### src/hdl/rcf_pkg.sv
// Package for the radio command framer: command, status and job types,
// frame constants and the mode code tables.
// No dependencies; imported by every module of the framer.
package rcf_pkg;

  localparam int unsigned FreqW      = 30;
  localparam int unsigned FifoDepth  = 4;
  localparam int unsigned FifoPtrW   = $clog2(FifoDepth);
  localparam int unsigned ConvSteps  = 9;
  localparam int unsigned Recip10Sh  = 35;
  localparam logic [31:0] Recip10    = 32'hCCCC_CCCD;
  localparam logic [15:0] TimeoutRst = 16'd100;

  localparam logic [7:0] OpSetFreq  = 8'h01;
  localparam logic [7:0] OpSetMode  = 8'h07;
  localparam logic [7:0] OpRead     = 8'h03;
  localparam logic [7:0] PttOffCode = 8'h88;
  localparam logic [7:0] PttOnCode  = 8'h08;
  localparam logic [7:0] PttCharOff = 8'h30;
  localparam logic [7:0] PttCharMax = 8'h33;
  localparam logic [3:0] NumModes   = 4'd10;
  localparam logic [3:0] ModeUnknown = 4'd10;
  localparam logic [2:0] ReplyFreqBytes = 3'd4;
  localparam logic [2:0] FrameLastIdx   = 3'd4;
  localparam logic [2:0] StatusIdx      = 3'd5;

  localparam logic KindTx     = 1'b0;
  localparam logic KindStatus = 1'b1;

  typedef enum logic [2:0] {
    CMD_TUNE,
    CMD_OPMODE,
    CMD_SET_PTT,
    CMD_READ,
    CMD_RX_BYTE,
    CMD_TICK
  } cmd_e;

  typedef enum logic [1:0] {
    ST_OK,
    ST_PARSE_ERR,
    ST_HW_TIMEOUT
  } status_e;

  typedef enum logic [2:0] {
    JK_SEND,
    JK_SEND_READ,
    JK_PARSE_ERR,
    JK_RX,
    JK_TICK
  } job_kind_e;

  typedef struct packed {
    job_kind_e       kind;
    logic [4:0][7:0] bytes;
  } job_t;

  function automatic logic [7:0] mode_code(input logic [3:0] idx);
    logic [7:0] c;
    case (idx)
      4'd0:    c = 8'h00;
      4'd1:    c = 8'h01;
      4'd2:    c = 8'h02;
      4'd3:    c = 8'h03;
      4'd4:    c = 8'h82;
      4'd5:    c = 8'h06;
      4'd6:    c = 8'h88;
      4'd7:    c = 8'h04;
      4'd8:    c = 8'h0a;
      4'd9:    c = 8'h0c;
      default: c = 8'h00;
    endcase
    return c;
  endfunction

  function automatic logic [3:0] mode_index(input logic [7:0] code);
    logic [3:0] m;
    case (code)
      8'h00:   m = 4'd0;
      8'h01:   m = 4'd1;
      8'h02:   m = 4'd2;
      8'h03:   m = 4'd3;
      8'h82:   m = 4'd4;
      8'h06:   m = 4'd5;
      8'h08:   m = 4'd5;
      8'h88:   m = 4'd6;
      8'h04:   m = 4'd7;
      8'h0a:   m = 4'd8;
      8'h0c:   m = 4'd9;
      default: m = ModeUnknown;
    endcase
    return m;
  endfunction

endpackage

### src/hdl/rcf_back.sv
// Back end of the radio command framer: carries out queued jobs, tracks the
// read reply and timeout, and drives the registered result word. Uses rcf_pkg.
module rcf_back (
  input  logic                      clk_i,
  input  logic                      rst_ni,
  input  rcf_pkg::job_t             job_i,
  input  logic                      empty_i,
  output logic                      pop_o,
  input  logic [15:0]               timeout_i,
  output logic                      out_valid_o,
  input  logic                      out_ready_i,
  output logic                      result_kind_o,
  output logic [7:0]                tx_byte_o,
  output logic                      last_o,
  output logic [1:0]                status_o,
  output logic [rcf_pkg::FreqW-1:0] freq_out_o,
  output logic [3:0]                mode_out_o
);
  import rcf_pkg::*;

  logic             out_valid_q, out_valid_d;
  logic             kind_q, kind_d;
  logic [7:0]       tx_q, tx_d;
  logic             last_q, last_d;
  logic [1:0]       status_q, status_d;
  logic [FreqW-1:0] freq_q, freq_d;
  logic [3:0]       mode_q, mode_d;
  logic [2:0]       idx_q, idx_d;
  logic             awaiting_q, awaiting_d;
  logic [2:0]       count_q, count_d;
  logic [FreqW-1:0] accum_q, accum_d;
  logic [15:0]      wait_q, wait_d;
  logic             step;
  logic             emit;
  logic [FreqW-1:0] digit_sum;
  logic [FreqW-1:0] sum_x100;
  logic [15:0]      wait_inc;

  assign step      = !empty_i && (!out_valid_q || out_ready_i);
  assign digit_sum = accum_q + FreqW'(job_i.bytes[0][7:4]) * FreqW'(100)
                     + FreqW'(job_i.bytes[0][3:0]) * FreqW'(10);
  assign sum_x100  = (digit_sum << 6) + (digit_sum << 5) + (digit_sum << 2);
  assign wait_inc  = wait_q + 16'd1;

  always_comb begin
    out_valid_d = out_valid_q && !out_ready_i;
    kind_d      = KindStatus;
    tx_d        = '0;
    last_d      = 1'b0;
    status_d    = ST_OK;
    freq_d      = '0;
    mode_d      = '0;
    idx_d       = idx_q;
    awaiting_d  = awaiting_q;
    count_d     = count_q;
    accum_d     = accum_q;
    wait_d      = wait_q;
    emit        = 1'b0;
    pop_o       = 1'b0;
    if (step) begin
      case (job_i.kind)
        JK_SEND: begin
          emit       = 1'b1;
          awaiting_d = 1'b0;
          if (idx_q == StatusIdx) begin
            last_d = 1'b1;
            pop_o  = 1'b1;
            idx_d  = '0;
          end else begin
            kind_d = KindTx;
            tx_d   = job_i.bytes[idx_q];
            idx_d  = idx_q + 3'd1;
          end
        end
        JK_SEND_READ: begin
          emit   = 1'b1;
          kind_d = KindTx;
          tx_d   = job_i.bytes[idx_q];
          if (idx_q == FrameLastIdx) begin
            last_d     = 1'b1;
            pop_o      = 1'b1;
            idx_d      = '0;
            awaiting_d = 1'b1;
            count_d    = '0;
            accum_d    = '0;
            wait_d     = '0;
          end else begin
            awaiting_d = 1'b0;
            idx_d      = idx_q + 3'd1;
          end
        end
        JK_PARSE_ERR: begin
          emit       = 1'b1;
          last_d     = 1'b1;
          status_d   = ST_PARSE_ERR;
          pop_o      = 1'b1;
          awaiting_d = 1'b0;
        end
        JK_RX: begin
          pop_o = 1'b1;
          if (awaiting_q) begin
            wait_d = '0;
            if (count_q < ReplyFreqBytes) begin
              accum_d = (count_q < ReplyFreqBytes - 3'd1) ? sum_x100 : digit_sum;
              count_d = count_q + 3'd1;
            end else begin
              emit       = 1'b1;
              last_d     = 1'b1;
              freq_d     = accum_q;
              mode_d     = mode_index(job_i.bytes[0]);
              awaiting_d = 1'b0;
              count_d    = '0;
            end
          end
        end
        JK_TICK: begin
          pop_o = 1'b1;
          if (awaiting_q) begin
            if (wait_inc >= timeout_i || wait_inc == '0) begin
              emit       = 1'b1;
              last_d     = 1'b1;
              status_d   = ST_HW_TIMEOUT;
              awaiting_d = 1'b0;
              count_d    = '0;
              wait_d     = '0;
            end else begin
              wait_d = wait_inc;
            end
          end
        end
        default: begin
          pop_o = 1'b1;
        end
      endcase
    end
    if (emit) begin
      out_valid_d = 1'b1;
    end
  end

  always_ff @(posedge clk_i or negedge rst_ni) begin
    if (!rst_ni) begin
      out_valid_q <= 1'b0;
      idx_q       <= '0;
      awaiting_q  <= 1'b0;
      count_q     <= '0;
      accum_q     <= '0;
      wait_q      <= '0;
    end else begin
      out_valid_q <= out_valid_d;
      idx_q       <= idx_d;
      awaiting_q  <= awaiting_d;
      count_q     <= count_d;
      accum_q     <= accum_d;
      wait_q      <= wait_d;
    end
  end

  always_ff @(posedge clk_i) begin
    if (emit) begin
      kind_q   <= kind_d;
      tx_q     <= tx_d;
      last_q   <= last_d;
      status_q <= status_d;
      freq_q   <= freq_d;
      mode_q   <= mode_d;
    end
  end

  assign out_valid_o   = out_valid_q;
  assign result_kind_o = kind_q;
  assign tx_byte_o     = tx_q;
  assign last_o        = last_q;
  assign status_o      = status_q;
  assign freq_out_o    = freq_q;
  assign mode_out_o    = mode_q;

endmodule

### config.mk
export PLATFORM = sky130hd
export DESIGN_NAME = rcf_back
export DESIGN_NICKNAME = d
export VERILOG_FILES = /design/src/hdl/rcf_pkg.sv /design/src/hdl/rcf_back.sv
export SDC_FILE = /design/constraint.sdc
export NUM_CORES = 1
export LEC_CHECK = 0
export BUFFER_PORTS_ARGS = -buffer_cell sky130_fd_sc_hd__buf_2
export CORE_MARGIN = 2
export CORE_UTILIZATION = 40
export CTS_CLUSTER_SIZE = 40
export DETAILED_ROUTE_END_ITERATION = 7
export GPL_ROUTABILITY_DRIVEN = 1
export PLACE_DENSITY = 0.67
export SYNTH_ARGS = -nofsm -noshare
export SYNTH_HDL_FRONTEND = slang
export SYNTH_SLANG_ARGS = --single-unit
### constraint.sdc
create_clock -name clk_i -period 14.5 [get_ports clk_i]
set_input_delay 1.45 -clock clk_i [delete_from_list [all_inputs] [get_ports clk_i]]
set_output_delay 1.45 -clock clk_i [all_outputs]
set_load 0.01 [all_outputs]
==> metrics.yaml <==
critical_path:
  critPathSlowestCell: "or4_1"
  slowest_delay_ns: 0.57
  path_cells: "buf_2 -> ha_1 -> ha_1 -> fa_1 -> xnor2_1 -> fa_1 -> inv_1 -> ha_1 -> or4_1 -> a31o_1 -> a31o_4 -> and2_4 -> xor2_1 -> fa_1 -> ha_1 -> a21oi_1 -> o21ai_0 -> a21oi_1 -> o211ai_1 -> a221oi_1 -> o21ai_1 -> a31oi_1 -> xor2_1 -> o211ai_1"
  critPathRequiredTime_ns: 14.72
  critical_path_arrival_ns: 7.97
  crit_fanout: 12
  crit_type: "input port to flop"
  start_kind: "input port"
  cp-end-kind: "flop"
  crit_top_cell: "ha_1"
cts:
  clockRootBuffer: "clkbuf_16"
  ctsLongestPathBuffers: 2
  clkTransAtPathRegs_ns: 0.07
  clock_latency_ns: 0.36
  cts_setup_buffers: 0
  hold_buffers: 0
  numCtsBuffers: 9
  ctsResizeCount: 0
  cts_tree: "done"
  clock-sinks: 98
  cts-htree-levels: 3
sta:
  setup_viol: 0
  rsz0062_at_grt: "false"
  max_slew.worst_pin.slew_ns: 1.061
  slew_viol_final: 0
  finalClockSkew_ns: 0.01246
  hold_viol: 0
  fin_crit_sh: 0.5344
  period_minus_slack_ns: 7.749
  fmax_ghz: 0.1290
  slew_headroom: 0.2902
  setup_tns_ns: 0
pwr:
  irDropWorstVdd_uv: 110.0
  finalPower_mw: 1.213
  p_per_area_nw_per_um2: 124.2
  leakagePower_nw: 4.703
die:
  die_y_um: 152.0
  rows: 54
  start_util: 0.4041
  num_io_pins: 111
  core_um2: 21690
  fp.dieW_um: 152.0
  dieArea_um2: 23110
synthesis:
  yosys_warnings: 0
  avgSynthCellArea_um2: 9.314
  yosys_register_bits: 98
  synth_edf_count: 45
  synthFlopType: "dfrtp_1"
  syn-instance-count: 941
  synth_top_family_by_area: "simple AND/OR/NAND/NOR gates"
  synth-compound-area-share: 0.1734
  ys_async_sr_fraction: 0.5408
  synthMuxAreaShare: 0.02798
  yosys.area_share.adder: 0.1730
  ys_seq_area_frac: 0.3055
  synthXorXnorAreaFrac: 0.07980
  yosys.area_share.simple: 0.1799
  yosysUniqueCellTypes: 94
  syn-cell-area_um2: 8765
global_routing:
  antenna_found_initial: 0
  grt_pass1_vias: 6960
  grt_max_degree: 54
  grt_pass1_wl_mm: 34.09
  grt_remaining_overflow: 0
  grt_usage: 0.1761
finish:
  final_cells: 1307
  diodes: 0
  area_growth_pct: 11.45
  nets: 1193
  drive_gt1_frac: 0.1743
place:
  place_inst: 1291
  io_buffers: 109
  routabilityCongestion: 0.8873
  dpl.hpwl_mm: 15.19
detailed_routing:
  first_pass_iters: 5
  num_vias: 7035
  wl_per_cell_um: 15.23
  drt-total-wl_mm: 19.91
  vias_per_cell: 5.383
  drcViolationCount: 0
  drt-initial-drc-count: 413
  final_antenna_net_count: 0
outcome:
  status: "complete, no violations"
run:
  maxCapViolations: 0
min_path:
  min_path_type: "flop to flop"
[final timing paths]
check / from / cells past startpoint / slack (ns) / endpoint
worst max-delay path: job_i[3] / 24 / 6.75 / accum_q[28]
worst min-delay path: wait_q[15] / 2 / 0.52 / wait_q[15]
worst max register to register: accum_q[6] / 20 / 8.62 / accum_q[28]
worst min register to register: wait_q[15] / 2 / 0.52 / wait_q[15]
max in group asynchronous: rst_ni / 2 / 12.77 / count_q[0]
min in group asynchronous: rst_ni / 2 / 1.21 / accum_q[21]
[report_power, final]
part	switching, mW	internal [mW]
sequential	0.0359	0.305
clock	0.112	0.116
combinational	0.380	0.264
total	0.528	0.684
[cell usage after synthesis (all sizes together), types with 6 or more instances]
| master | number | area [µm²] |
|---|---|---|
| clkbuf | 31 | 117.6 |
| o2bb2ai | 6 | 83.83 |
| nand4 | 14 | 123.9 |
| nor4 | 6 | 43.79 |
| a21o | 28 | 211.5 |
| mux4 | 8 | 180.2 |
| fa | 22 | 440.4 |
| nor3 | 11 | 60.06 |
| nand2 | 82 | 310.3 |
| and3 | 40 | 250.2 |
| a21oi | 53 | 265.3 |
| a22oi | 11 | 82.58 |
| edfxtp | 45 | 1351 |
| o21ai | 64 | 335.3 |
| inv | 82 | 307.8 |
| o221ai | 8 | 70.07 |
| o21bai | 8 | 60.06 |
| nand2b | 18 | 112.6 |
| dfrtp | 53 | 1326 |
| xor2 | 31 | 309.0 |
| a31oi | 9 | 56.30 |
| nand3 | 31 | 197.7 |
| ha | 86 | 1076 |
| nor2 | 63 | 254.0 |
| o211ai | 7 | 52.55 |
| buf | 13 | 83.82 |
| xnor2 | 39 | 367.9 |
[placed cells by master (no fill, tap or decap), types with 7 or more instances in the layout]
cell type,synthesis,layout
edfxtp_1,45,45
nand2_1,81,81
inv_1,82,82
o21bai_1,8,8
and3_1,40,40
a31oi_1,9,9
o211ai_1,7,7
nand4_1,11,11
fa_1,22,22
o21ai_0,61,61
a21o_1,27,27
buf_2,7,109
a21oi_1,53,52
nor3_1,10,10
nand3_1,27,27
clkbuf_16,0,9
xnor2_1,37,37
a22oi_1,11,11
nor2_1,60,60
ha_1,86,86
mux4_2,8,8
nand2b_1,18,18
dfrtp_1,53,53
xor2_1,29,29
o221ai_1,8,8
[worst max-delay path, delay by kind of cell]
family	cells	cell delay, ns
adders and majority gates	7	2.60
AOI/OAI and AO/OA	10	2.11
buffers and inverters	2	0.27
xor gates and xnor gates	3	0.77
and+or+nand+nor	2	0.77
[registers in the layout, indices dropped and copies added (netlist names)]
| register | flops |
|---|---|
| accum_q | 29 |
| freq_out_o | 29 |
| wait_q | 16 |
| tx_byte_o | 8 |
| mode_out_o | 4 |
| count_q | 3 |
| idx_q | 3 |
| status_o | 2 |
| awaiting_q | 1 |
| last_o | 1 |
| out_valid_o | 1 |
| result_kind_o | 1 |
[cell type report]
class                      instances  area (µm²)
inverter                          83       311.5
clock buffer                       9       225.2
sequential                        98        2678
fill                            2101       11920
timing repair buffer             114       583.1
multi-input combinational        716        5577
clock inverter                     7       43.79
tap                              280       350.3
[logic make-up after synthesis]
kind of cell	Yosys count
buf+inv	128
fa+ha+maj	108
xor+xnor	71
mux	14
simple gates	294
compound gates	227
other cells	1
flops	98
[through the flow]
| step | cell area, µm² | setup slack [ns] | utilization | hold WS (ns) |
|---|---|---|---|---|
| final | 9768 | 6.751 | 0.4504 | 0.5213 |
| after global routing | 9768 | 6.400 | 0.4504 | 0.5379 |
| after CTS | 9768 | 6.799 | 0.4504 | 0.5217 |
| after detailed placement | 9499 | 6.437 | 0.4380 | 0.4981 |
| after global placement | 9499 | 6.547 | 0.4380 | 0.4885 |
| after floorplan | 8768 | 7.104 | - | 0.4633 |
[metal layers]
metal | vias up | GRT usage | wire, µm
li1 | 3500 | - | -
met1 | 3340 | 0.2440 | 9474
met2 | 170 | 0.2853 | 9164
met3 | 25 | 0.02966 | 974
met4 | 0 | 0.04940 | 293
met5 | - | 0 | 0
No activity file was read; power rests on OpenSTA's default activity.
