===== src/hdl/rcf_pkg.sv =====
// Package for the radio command framer: command, status and job types,
// frame constants and the mode code tables.
// No dependencies; imported by every module of the framer.
package rcf_pkg;

  localparam int unsigned FreqW      = 30;
  localparam int unsigned FifoDepth  = 4;
  localparam int unsigned FifoPtrW   = $clog2(FifoDepth);
  localparam int unsigned ConvSteps  = 9;
  localparam int unsigned Recip10Sh  = 35;
  localparam logic [31:0] Recip10    = 32'hCCCC_CCCD;
  localparam logic [15:0] TimeoutRst = 16'd100;

  localparam logic [7:0] OpSetFreq  = 8'h01;
  localparam logic [7:0] OpSetMode  = 8'h07;
  localparam logic [7:0] OpRead     = 8'h03;
  localparam logic [7:0] PttOffCode = 8'h88;
  localparam logic [7:0] PttOnCode  = 8'h08;
  localparam logic [7:0] PttCharOff = 8'h30;
  localparam logic [7:0] PttCharMax = 8'h33;
  localparam logic [3:0] NumModes   = 4'd10;
  localparam logic [3:0] ModeUnknown = 4'd10;
  localparam logic [2:0] ReplyFreqBytes = 3'd4;
  localparam logic [2:0] FrameLastIdx   = 3'd4;
  localparam logic [2:0] StatusIdx      = 3'd5;

  localparam logic KindTx     = 1'b0;
  localparam logic KindStatus = 1'b1;

  typedef enum logic [2:0] {
    CMD_TUNE,
    CMD_OPMODE,
    CMD_SET_PTT,
    CMD_READ,
    CMD_RX_BYTE,
    CMD_TICK
  } cmd_e;

  typedef enum logic [1:0] {
    ST_OK,
    ST_PARSE_ERR,
    ST_HW_TIMEOUT
  } status_e;

  typedef enum logic [2:0] {
    JK_SEND,
    JK_SEND_READ,
    JK_PARSE_ERR,
    JK_RX,
    JK_TICK
  } job_kind_e;

  typedef struct packed {
    job_kind_e       kind;
    logic [4:0][7:0] bytes;
  } job_t;

  function automatic logic [7:0] mode_code(input logic [3:0] idx);
    logic [7:0] c;
    case (idx)
      4'd0:    c = 8'h00;
      4'd1:    c = 8'h01;
      4'd2:    c = 8'h02;
      4'd3:    c = 8'h03;
      4'd4:    c = 8'h82;
      4'd5:    c = 8'h06;
      4'd6:    c = 8'h88;
      4'd7:    c = 8'h04;
      4'd8:    c = 8'h0a;
      4'd9:    c = 8'h0c;
      default: c = 8'h00;
    endcase
    return c;
  endfunction

  function automatic logic [3:0] mode_index(input logic [7:0] code);
    logic [3:0] m;
    case (code)
      8'h00:   m = 4'd0;
      8'h01:   m = 4'd1;
      8'h02:   m = 4'd2;
      8'h03:   m = 4'd3;
      8'h82:   m = 4'd4;
      8'h06:   m = 4'd5;
      8'h08:   m = 4'd5;
      8'h88:   m = 4'd6;
      8'h04:   m = 4'd7;
      8'h0a:   m = 4'd8;
      8'h0c:   m = 4'd9;
      default: m = ModeUnknown;
    endcase
    return m;
  endfunction

endpackage


===== src/hdl/rcf_fifo.sv =====
// Job queue between the front and back ends of the radio command framer.
// Small register queue of job_t words. Uses rcf_pkg.
module rcf_fifo (
  input  logic          clk_i,
  input  logic          rst_ni,
  input  logic          push_i,
  input  rcf_pkg::job_t data_i,
  input  logic          pop_i,
  output rcf_pkg::job_t data_o,
  output logic          empty_o,
  output logic          full_o
);
  import rcf_pkg::*;

  job_t                mem_q [FifoDepth];
  logic [FifoPtrW-1:0] wr_ptr_q, rd_ptr_q;
  logic [FifoPtrW:0]   cnt_q;
  logic                do_push, do_pop;

  assign empty_o = (cnt_q == '0);
  assign full_o  = (cnt_q == (FifoPtrW+1)'(FifoDepth));
  assign do_push = push_i && !full_o;
  assign do_pop  = pop_i && !empty_o;
  assign data_o  = mem_q[rd_ptr_q];

  always_ff @(posedge clk_i or negedge rst_ni) begin
    if (!rst_ni) begin
      wr_ptr_q <= '0;
      rd_ptr_q <= '0;
      cnt_q    <= '0;
    end else begin
      if (do_push) begin
        wr_ptr_q <= wr_ptr_q + 1'b1;
      end
      if (do_pop) begin
        rd_ptr_q <= rd_ptr_q + 1'b1;
      end
      case ({do_push, do_pop})
        2'b10:   cnt_q <= cnt_q + 1'b1;
        2'b01:   cnt_q <= cnt_q - 1'b1;
        default: cnt_q <= cnt_q;
      endcase
    end
  end

  always_ff @(posedge clk_i) begin
    if (do_push) begin
      mem_q[wr_ptr_q] <= data_i;
    end
  end

endmodule


===== config.mk =====
export PLATFORM = sky130hd
export DESIGN_NAME = rcf_fifo
export DESIGN_NICKNAME = d
export VERILOG_FILES = /design/src/hdl/rcf_pkg.sv /design/src/hdl/rcf_fifo.sv
export SDC_FILE = /design/constraint.sdc
export NUM_CORES = 1
export LEC_CHECK = 0
export BUFFER_PORTS_ARGS = -buffer_cell sky130_fd_sc_hd__buf_2
export CAP_MARGIN = 20
export CORE_ASPECT_RATIO = 1.75
export CORE_MARGIN = 10
export CORE_UTILIZATION = 53
export CTS_BUF_LIST = sky130_fd_sc_hd__clkbuf_4 sky130_fd_sc_hd__clkbuf_8
export CTS_CLUSTER_SIZE = 25
export DETAILED_ROUTE_END_ITERATION = 6
export HOLD_SLACK_MARGIN = 0.1
export PLACE_DENSITY = 0.77
export SLEW_MARGIN = 20
export SYNTH_ARGS = -nofsm -noshare
export SYNTH_HDL_FRONTEND = slang
export SYNTH_SLANG_ARGS = --single-unit

===== constraint.sdc =====
create_clock -name clk_i -period 2.05 [get_ports clk_i]
set_input_delay 0.3075 -clock clk_i [delete_from_list [all_inputs] [get_ports clk_i]]
set_output_delay 0.3075 -clock clk_i [all_outputs]
set_load 0.03 [all_outputs]

==> metrics, run 1 <==
period utilization 106.6%; internal power ~8400 uW; vias in the first global route around 3.6k; Final Util a little under 70%; core box area 0.01243 mm^2; Synth warnings 0; DP Cell Count 526; Worst-Margin Slew 262.4 ps; Die ar. between 0.015 and 0.02 mm^2; Syn Area/Cell approximately 26 um^2; via count approximately 3.2k; Routed Wire Length ~13000 um; GRT overflow 0; max_cap viols 0; clock root cell clkbuf_8; sequential power share between 30 and 40%; Tmin final ~2200 ps; TritonCTS Buffers 17; Mapped Cells 262; Max Slew Vio Count 0; Die Y roughly 170 um; Switch Pwr about 4500 uW; Logic pwr share 43.5%; Buffers on Ports 91; Critical Path RT 1740 ps; Final WS setup -134.6 ps; gr usage total 14.60%; Peak supply drop just over 0.0009 V; initial core utilization between 50% and 60%; RePlAce Congestion between 0.6 and 0.7; TritonCTS clock tree built; Final ANT Viol Nets 0; sequential area share after synthesis around four fifths; CP startpoint kind register; Clock Path Buffers 2; P&R area growth vs syn 28.97%; post-route insts no fill between 600 and 700; CTS H-tree depth 4; DRT Pass-1 Iters 5; post-synth cell types 21; die span in x around 100 um; Clk pin slew, worst setup/hold paths 100 ps; Residual DRC 0; Via density around 5.3; Clock Sinks 179; Critical Path Sink Type output port; insertion delay to the later sink of the worst-skew pair 440 ps; HPWL Detailed approximately 7600 um; pwr dens between 1000 and 1500 mW/mm^2; crit path kind reg2out; hold_ws roughly 230 ps; leakage power between 0.003 and 0.004 uW; diode count 0; Synth Cell Area around 0.0067 mm^2; Max Freq roughly 0.46 GHz; I/O pin count about 90; Nets 480; Critical Path AT 1880 ps; proportion of layout cells with a drive suffix above 1 a little under half; worst clock skew between 10 and 15 ps; Setup Viol. Count Final 43; Slew headroom around 82%; switching share of total power a little over a third; CP max FO 8; RSZ-0062 raised after global routing yes; Final Hold Vio Count 0; first-pass GRT wire length a little under 20000 um; status finished with violations; WL per Instance ~21 um; Seq cells post-synth between 150 and 200; Core Rows 54; pre-CTS WS between 100 and 150 ps; 1st-iter DRT viols 156; initial antenna violation count 0; syn_nets about 320; Clk network pwr share between 15 and 20%; pin count of the biggest net entering global routing 28; HP Class in2async; failing checks negative setup slack
==> metal layers <==
layer  up-vias  part of all wire [%]  track usage [%]
met5         -                     0                0
met4         0                   1.6            5.456
met3        10                   4.2            4.259
met2        81                    57            25.92
met1      1676                    38            16.13
li1       1433                     -                -
==> area by class of cell <==
cell class	count	area, um^2
fill	796	3804
clock inverter	15	136.4
clock buffer	17	234.0
tap	168	210.2
inverter	6	22.52
timing repair buffer	156	1470
sequential	179	5346
multi-input combinational	67	1209
==> path summary, 6_finish.rpt <==
path                               end  cells after the start  slack (ps)        start
setup / recovery             data_o[4]                      4        -130  rd_ptr_q[0]
hold / removal                cnt_q[2]                      2         230       rst_ni
setup reg to reg              cnt_q[2]                      9         110     cnt_q[1]
hold reg to reg               cnt_q[2]                      1         540     cnt_q[2]
max in group asynchronous  rd_ptr_q[0]                      2        1640       rst_ni
min in group clk_i         rd_ptr_q[0]                      3         260        pop_i
==> per-stage QoR <==
step           cell area [um^2]  TNS (ps)  total power (uW)
4_1_cts                    8566     -6040             12880
3_5_place_dp               7473         0              9735
5_1_grt                    8628     -7296             13510
3_3_place_gp               7473         0              9651
6_report                   8628     -4121             12910
2_1_floorplan              6706         0              8389
==> timing repair <==
action,in CTS,in global routing
hold buffers,44,0
gates cloned,1,0
pin swaps,0,0
gates resized for setup,74,28
hold endpoints to repair,179,0
endpoints found under the setup margin,43,44
setup buffers,5,1
==> cell usage after synthesis <==
cell      instances  area, um^2
fa_1              1       20.02
xnor2_1           3       26.28
and2_1            4       25.02
edfxtp_1        172        5165
mux2i_1           1       10.01
inv_1             6       22.52
ha_1              5       62.56
nor3_1            1       5.000
mux4_1            5       131.4
nor2b_2           1       8.760
o31a_1            1       8.760
buf_12            4       80.08
nor2_1            1       3.750
buf_6             1       11.26
mux4_2           38       855.8
nand2_1           1       3.750
xor2_1            3       26.28
mux2_2            1       11.26
dfrtp_1           7       175.2
nor3b_2           1       12.51
buf_2             5       25.02
==> registers in the layout, indices dropped and copies added, names as in the netlist <==
signal    flops
cnt_q         3
mem_q       172
wr_ptr_q      2
rd_ptr_q      2
==> layout by cell type, fill, tap and decap left out, types with 3 or more instances in the layout <==
| cell | Yosys | final |
|---|---|---|
| and2_2 | 0 | 4 |
| buf_12 | 4 | 8 |
| buf_2 | 5 | 48 |
| buf_4 | 0 | 9 |
| buf_6 | 1 | 45 |
| clkbuf_8 | 0 | 17 |
| dfrtp_1 | 7 | 4 |
| dlygate4sd3_1 | 0 | 44 |
| edfxtp_1 | 172 | 172 |
| ha_1 | 5 | 4 |
| inv_1 | 6 | 6 |
| inv_6 | 0 | 4 |
| inv_8 | 0 | 6 |
| mux4_2 | 38 | 43 |
| xnor2_1 | 3 | 3 |
| xor2_1 | 3 | 3 |
==> cell families after synthesis <==
family,after synthesis,synth area share (%)
AO/OA/AOI/OAI,1,0.1309
XOR/XNOR,6,0.7856
adder cells (fa/ha/maj),6,1.234
buffers and inverters,16,2.076
flip-flops,179,79.82
multiplexers,45,15.07
AND/OR/NAND/NOR,9,0.8788
==> worst max-delay path: stages, from the launching register on <==
cell     delay [ps]
dfrtp_4         440
buf_12          150
buf_12          150
mux4_2          540
buf_6           160
==> power by group through the flow <==
stage               Clock, uW  Combinational (uW)  Sequential (uW)
floorplan                   0                3330             5060
global placement            0                4490             5160
detailed placement          0                4510             5220
CTS                      2300                5510             5070
global route             2440                5940             5130
finish                   2230                5610             5070
No activity file was read; power rests on OpenSTA's default activity.
==> inputs of run 2 (changes only) <==
- BUFFER_PORTS_ARGS: -buffer_cell sky130_fd_sc_hd__buf_2 -> default
- CORE_MARGIN: 10 -> default
- CORE_UTILIZATION: 53 -> 55
- DONT_BUFFER_PORTS: default -> 1
- PLACE_DENSITY: 0.77 -> 0.73
==> run 2 against run 1 <==
Against the previous run: the run still ends with negative setup slack left; clock-buffer cell count rose by 1; global-route usage rose by 4.6 points; sequential share of layout area rose by 5.0 points; non-clock buffer count fell by 80; clock power fell by 4%; combinational power fell by 20%; clock skew fell by 5.2 ps; sequential cell count did not move; first-iteration DRC count rose by 8.3%; die area fell by 29%; critical path depth fell by 1; worst setup slack improved by 76 ps; critical endpoint is now data_o[14]; highest routed layer unchanged.
==> metrics, run 2 (synthesis gave the netlist of run 1 again) <==
status finished with violations (unchanged); failing checks negative setup slack (unchanged); GRT overflow 0 (unchanged); Final Hold Vio Count 0 (unchanged); RePlAce Congestion 0.6694 (was 0.6905); Slew headroom 76.39% (was 82.43%); RSZ-0062 raised after global routing yes (unchanged); Residual DRC 0 (unchanged); TritonCTS Buffers 17 (unchanged); crit path kind reg2out (unchanged); Final Instance Area 0.007981 mm^2 (was 0.008628 mm^2); Routed Wire Length 11600 um (was 12560 um); Peak supply drop 0.0007942 V (was 0.0009166 V); Max Slew Vio Count 0 (unchanged); hold_ws 212.7 ps (was 225.3 ps); proportion of layout cells with a drive suffix above 1 31.94% (was 45.23%); Tmin final 2109 ps (was 2185 ps); Via density 5.851 (was 5.263); Final ANT Viol Nets 0 (unchanged); CP startpoint kind register (unchanged); filler cell count in the final layout 767 (was 796); diode count 0 (unchanged); CP max FO 5 (was 8); vias in the first global route 3274 (was 3581); R2R Path End cnt_q[2] (unchanged); Die Y 147.9 um (was 168.6 um); Critical Path Sink Type output port (unchanged); core box area 0.01194 mm^2 (was 0.01243 mm^2); first-pass GRT wire length 17510 um (was 19730 um); Worst-Margin Slew 353.0 ps (was 262.4 ps); worst clock skew 7.459 ps (was 12.65 ps); I/O pin count 92 (unchanged); DRT Pass-1 Iters 4 (was 5); TritonCTS clock tree built (unchanged); die span in x 85.37 um (was 104.9 um); Final WS setup -58.98 ps (was -134.6 ps); 1st-iter DRT viols 169 (was 156); Post-DP Area 0.007014 mm^2 (was 0.007473 mm^2); Largest regs mem_q: 172 flops, cnt_q: 3 flops (unchanged); HP Class in2async (unchanged); most frequent cells in the layout edfxtp_1 (172), dlygate4sd3_1 (44), mux4_2 (42) (was edfxtp_1 (172), buf_2 (48), buf_6 (45)); Setup Viol. Count Final 38 (was 43); max FFs per register 172 (unchanged); Clock Path Buffers 2 (unchanged); via count 2908 (was 3200); Nets 400 (was 480); pwr dens 1470 mW/mm^2 (was 1496 mW/mm^2); period utilization 102.9% (was 106.6%); max_cap viols 0 (unchanged); insertion delay to the later sink of the worst-skew pair 430 ps (was 440 ps); leakage power 0.002637 uW (was 0.003039 uW); pin count of the biggest net entering global routing 36 (was 28); worst r2r path cells 9 (unchanged); Largest Register mem_q (unchanged); gr usage total 19.20% (was 14.60%); Buffers on Ports 0 (was 91); clock root cell clkbuf_8 (unchanged); CP Launch Point rd_ptr_q[0] (unchanged); Critical R2R Launch cnt_q[1] (unchanged); Clock Sinks 179 (unchanged); Max Freq 0.4742 GHz (was 0.4577 GHz); Die ar. 0.01263 mm^2 (was 0.01769 mm^2); Core Rows 53 (was 54); Critical Path RT 1740 ps (about the same); WL per Instance 23.34 um (was 20.65 um); commonest non-fill, non-tap cell in the layout edfxtp_1 (unchanged); initial antenna violation count 0 (unchanged); Final Util 66.87% (was 69.40%); reg2reg setup slack 130 ps (was 110 ps); initial core utilization 56.05% (was 53.81%); P&R area growth vs syn 19.30% (was 28.97%); CTS H-tree depth 4 (unchanged); Clk pin slew, worst setup/hold paths 80 ps (was 100 ps); Critical Path AT 1800 ps (was 1880 ps); total power 11740 uW (was 12910 uW)
==> run 2: cell types whose count changed in the layout (fill, tap and decap cells not counted), sizes merged <==
cell and delta:
clkinvlp +3, bufinv +1, buf -83, clkinv +3, inv -8, clkbuf +4
==> run 2: final cells by class <==
class                           count  area, um^2  share of cell area, %
Tap cell                          137       171.4                  2.148
Timing Repair Buffer               76       872.1                  10.93
Inverter                            6       22.52                 0.2822
Clock buffer                       18       241.5                  3.026
Multi-Input combinational cell     67        1212                  15.19
Clock inverter                     14       113.9                  1.427
Sequential cell                   179        5348                  67.00
==> run 2: power by group <==
part | total [uW] | internal, uW | switching (uW) | leakage (uW)
sequential | 5130 | 4850 | 280 | 0.00165
combinational | 4470 | 1820 | 2650 | 0.000819
clock | 2140 | 962 | 1170 | 0.000165
==> run 2: critical path: stages (launching register included) <==
cell and delay, ps:
dfrtp_4 460, buf_6 150, clkbuf_16 150, mux4_2 610
==> run 2: per-stage QoR <==
step | instances | TNS, ps | worst slack [ps]
floorplan | 262 | 0 | 11.06
global placement | 407 | 0 | 253.0
detailed placement | 407 | 0 | 155.1
CTS | 488 | -3550 | -133.8
global route | 497 | -4053 | -120.5
finish | 497 | -1505 | -58.98
==> run 2: worst max path at each step <==
| stage | cells after the start | endpoint | slack (ps) |
|---|---|---|---|
| 5_1_grt | 3 | data_o[33] | -120 |
| 3_3_place_gp | 9 | cnt_q[2] | 250 |
| 4_1_cts | 2 | data_o[25] | -130 |
| 3_5_place_dp | 9 | cnt_q[2] | 160 |
| 2_1_floorplan | 9 | cnt_q[2] | 10 |
| 6_report | 3 | data_o[14] | -60 |
==> run 2: timing repair <==
item / CTS / global route
buffers inserted: 5 / 5
gates cloned: 0 / 4
pin swaps: 0 / 0
hold endpoints to repair: 179 / 0
hold buffers: 44 / 0
gates resized for setup: 3 / 11
endpoints found under the setup margin: 40 / 44
==> run 2: layer usage <==
metal	global-route usage, %	wire length, um	vias up
met4	8.250	217	0
met5	0	0	-
li1	-	-	1269
met3	4.969	487	18
met2	34.44	6654	86
met1	21.45	4242	1535
==> inputs of run 3 (changes only) <==
- CORE_UTILIZATION: 55 -> 59
- PLACE_DENSITY: 0.73 -> 0.78
==> run 3 against run 2 <==
Against the previous run: the run still ends with negative setup slack left; sequential cell count unchanged; maximum frequency decreased by 0.96%; sequential share of layout area increased by 1.3 points; clock power about the same; cell area decreased by 1.9%; utilization increased by 3.6 points; register-to-register slack improved by 40 ps; non-clock buffer count decreased by 13; critical endpoint is now data_o[38].
==> metrics, run 3 (synthesis gave the netlist of run 1 again) <==
status finished with violations (unchanged); failing checks negative setup slack (unchanged); die span in x 82.50 um (was 85.37 um); Die Y 142.9 um (was 147.9 um); Critical R2R Launch cnt_q[1] (unchanged); vias in the first global route 2994 (was 3274); Final Instance Area 0.007828 mm^2 (was 0.007981 mm^2); Peak supply drop 0.0009281 V (was 0.0007942 V); GRT overflow 0 (unchanged); clock root cell clkbuf_8 (unchanged); worst r2r path cells 9 (unchanged); Largest regs mem_q: 172 flops, cnt_q: 3 flops (unchanged); Final Hold Vio Count 0 (unchanged); crit path kind reg2out (unchanged); via count 2817 (was 2908); Residual DRC 0 (unchanged); Nets 387 (was 400); Worst-Margin Slew 332.0 ps (was 353.0 ps); worst clock skew 8.808 ps (was 7.459 ps); sequential power share 44.4% (was 43.7%); Tmin final 2129 ps (was 2109 ps); leakage power 0.002559 uW (was 0.002637 uW); HPWL Detailed about 6500 um; 1st-iter DRT viols 155 (was 169); gr usage total 20.24% (was 19.20%); CTS H-tree depth 4 (unchanged); total power 11430 uW (was 11740 uW); initial core utilization 60.25% (was 56.05%); HP Class in2reg (was in2async); Die ar. 0.01179 mm^2 (was 0.01263 mm^2); Clock Path Buffers 2 (unchanged); Logic pwr share 36.8% (was 38.1%); Slew headroom 77.79% (was 76.39%); TritonCTS clock tree built (unchanged); CP startpoint kind register (unchanged); RePlAce Congestion 0.6799 (was 0.6694); Critical Path Sink Type output port (unchanged); hold_ws 169.4 ps (was 212.7 ps); core box area 0.01110 mm^2 (was 0.01194 mm^2); R2R Path End cnt_q[2] (unchanged); pin count of the biggest net entering global routing 44 (was 36); I/O pin count 92 (unchanged); Clk pin slew, worst setup/hold paths 80 ps (about the same); proportion of layout cells with a drive suffix above 1 29.77% (was 31.94%); Critical Path RT 1740 ps (about the same); Setup Viol. Count Final 38 (unchanged); commonest non-fill, non-tap cell in the layout edfxtp_1 (unchanged); Routed Wire Length 10820 um (was 11600 um); WL per Instance 22.64 um (was 23.34 um); diode count 0 (unchanged); Buffers on Ports 0 (unchanged); Hold Path Depth 2; Max Freq 0.4696 GHz (was 0.4742 GHz); Post-DP Area 0.006970 mm^2 (was 0.007014 mm^2); initial antenna violation count 0 (unchanged); switching share of total power 35.21% (was 35.01%); most frequent cells in the layout edfxtp_1 (172), dlygate4sd3_1 (44), mux4_2 (43) (was edfxtp_1 (172), dlygate4sd3_1 (44), mux4_2 (42)); Via density 5.893 (was 5.851); hold_sp pop_i; P&R area growth vs syn 17.00% (was 19.30%); Final WS setup -79.47 ps (was -58.98 ps); Critical Path AT 1820 ps (was 1800 ps); internal power 7405 uW (was 7627 uW); Switch Pwr 4025 uW (was 4108 uW); Core Rows 51 (was 53); Clock Sinks 179 (unchanged); Worst Hold Endpoint rd_ptr_q[0]; first-pass GRT wire length 16170 um (was 17510 um); pwr dens 1460 mW/mm^2 (was 1470 mW/mm^2); insertion delay to the later sink of the worst-skew pair 440 ps (was 430 ps); max_cap viols 0 (unchanged); RSZ-0062 raised after global routing yes (unchanged); Max Slew Vio Count 0 (unchanged); Final ANT Viol Nets 0 (unchanged); DRT Pass-1 Iters 4 (unchanged); Largest Register mem_q (unchanged); max FFs per register 172 (unchanged); period utilization 103.9% (was 102.9%); Clk network pwr share 18.8% (was 18.2%); CP max FO 8 (was 5); reg2reg setup slack 170 ps (was 130 ps); TritonCTS Buffers 17 (unchanged)
-- run 3: critical path: stages, from the launching register on --
cell and delay, ps:
dfrtp_2 460, buf_12 140, clkbuf_16 160, mux4_2 620
-- run 3: cell type report --
class / instances / area (um^2)
Fill cell: 677 / 3276
Inverter: 6 / 22.52
Tap cell: 132 / 165.2
Sequential cell: 179 / 5343
Timing Repair Buffer: 63 / 729.5
Clock buffer: 19 / 249.0
Clock inverter: 12 / 110.1
Multi-Input combinational cell: 67 / 1209
-- run 3: power by group through the flow --
stage / Clock (uW) / Sequential, uW / Combinational, uW
after floorplan: 0 / 5060 / 3330
after global placement: 0 / 5110 / 3890
after detailed placement: 0 / 5180 / 3940
after CTS: 2190 / 5080 / 4170
after global routing: 2330 / 5140 / 4440
final: 2150 / 5070 / 4210
-- run 3: layer usage --
| layer | global-route usage [%] | part of all wire (%) |
|---|---|---|
| met1 | 24.01 | 37 |
| met2 | 33.71 | 55 |
| met3 | 6.965 | 5.6 |
| met4 | 7.623 | 1.9 |
| met5 | 0 | 0 |
-- run 3: timing repair --
item,CTS,global route
gates cloned,0,1
endpoints found under the setup margin,43,39
buffers inserted,2,1
resized for setup,6,0
hold endpoints to repair,179,0
hold buffers,44,0
-- run 3: stage by stage --
stage          TNS, ps  utilization [%]  instances  setup slack, ps
2_1_floorplan        0                -        262            11.06
3_5_place_dp         0            62.78        399            189.7
6_report         -1911            70.50        478           -79.47
5_1_grt          -5245            70.50        478           -152.5
3_3_place_gp         0            62.78        399            260.6
4_1_cts          -2609            70.09        476           -98.48
-- run 3: worst max-delay path by stage --
stage                      startpoint         end  slack, ps
after floorplan              cnt_q[0]    cnt_q[2]         10
final                     rd_ptr_q[0]  data_o[38]        -80
after global routing      rd_ptr_q[0]  data_o[29]       -150
after global placement       cnt_q[0]    cnt_q[2]        260
after CTS                 rd_ptr_q[0]  data_o[19]       -100
after detailed placement     cnt_q[1]    cnt_q[2]        190
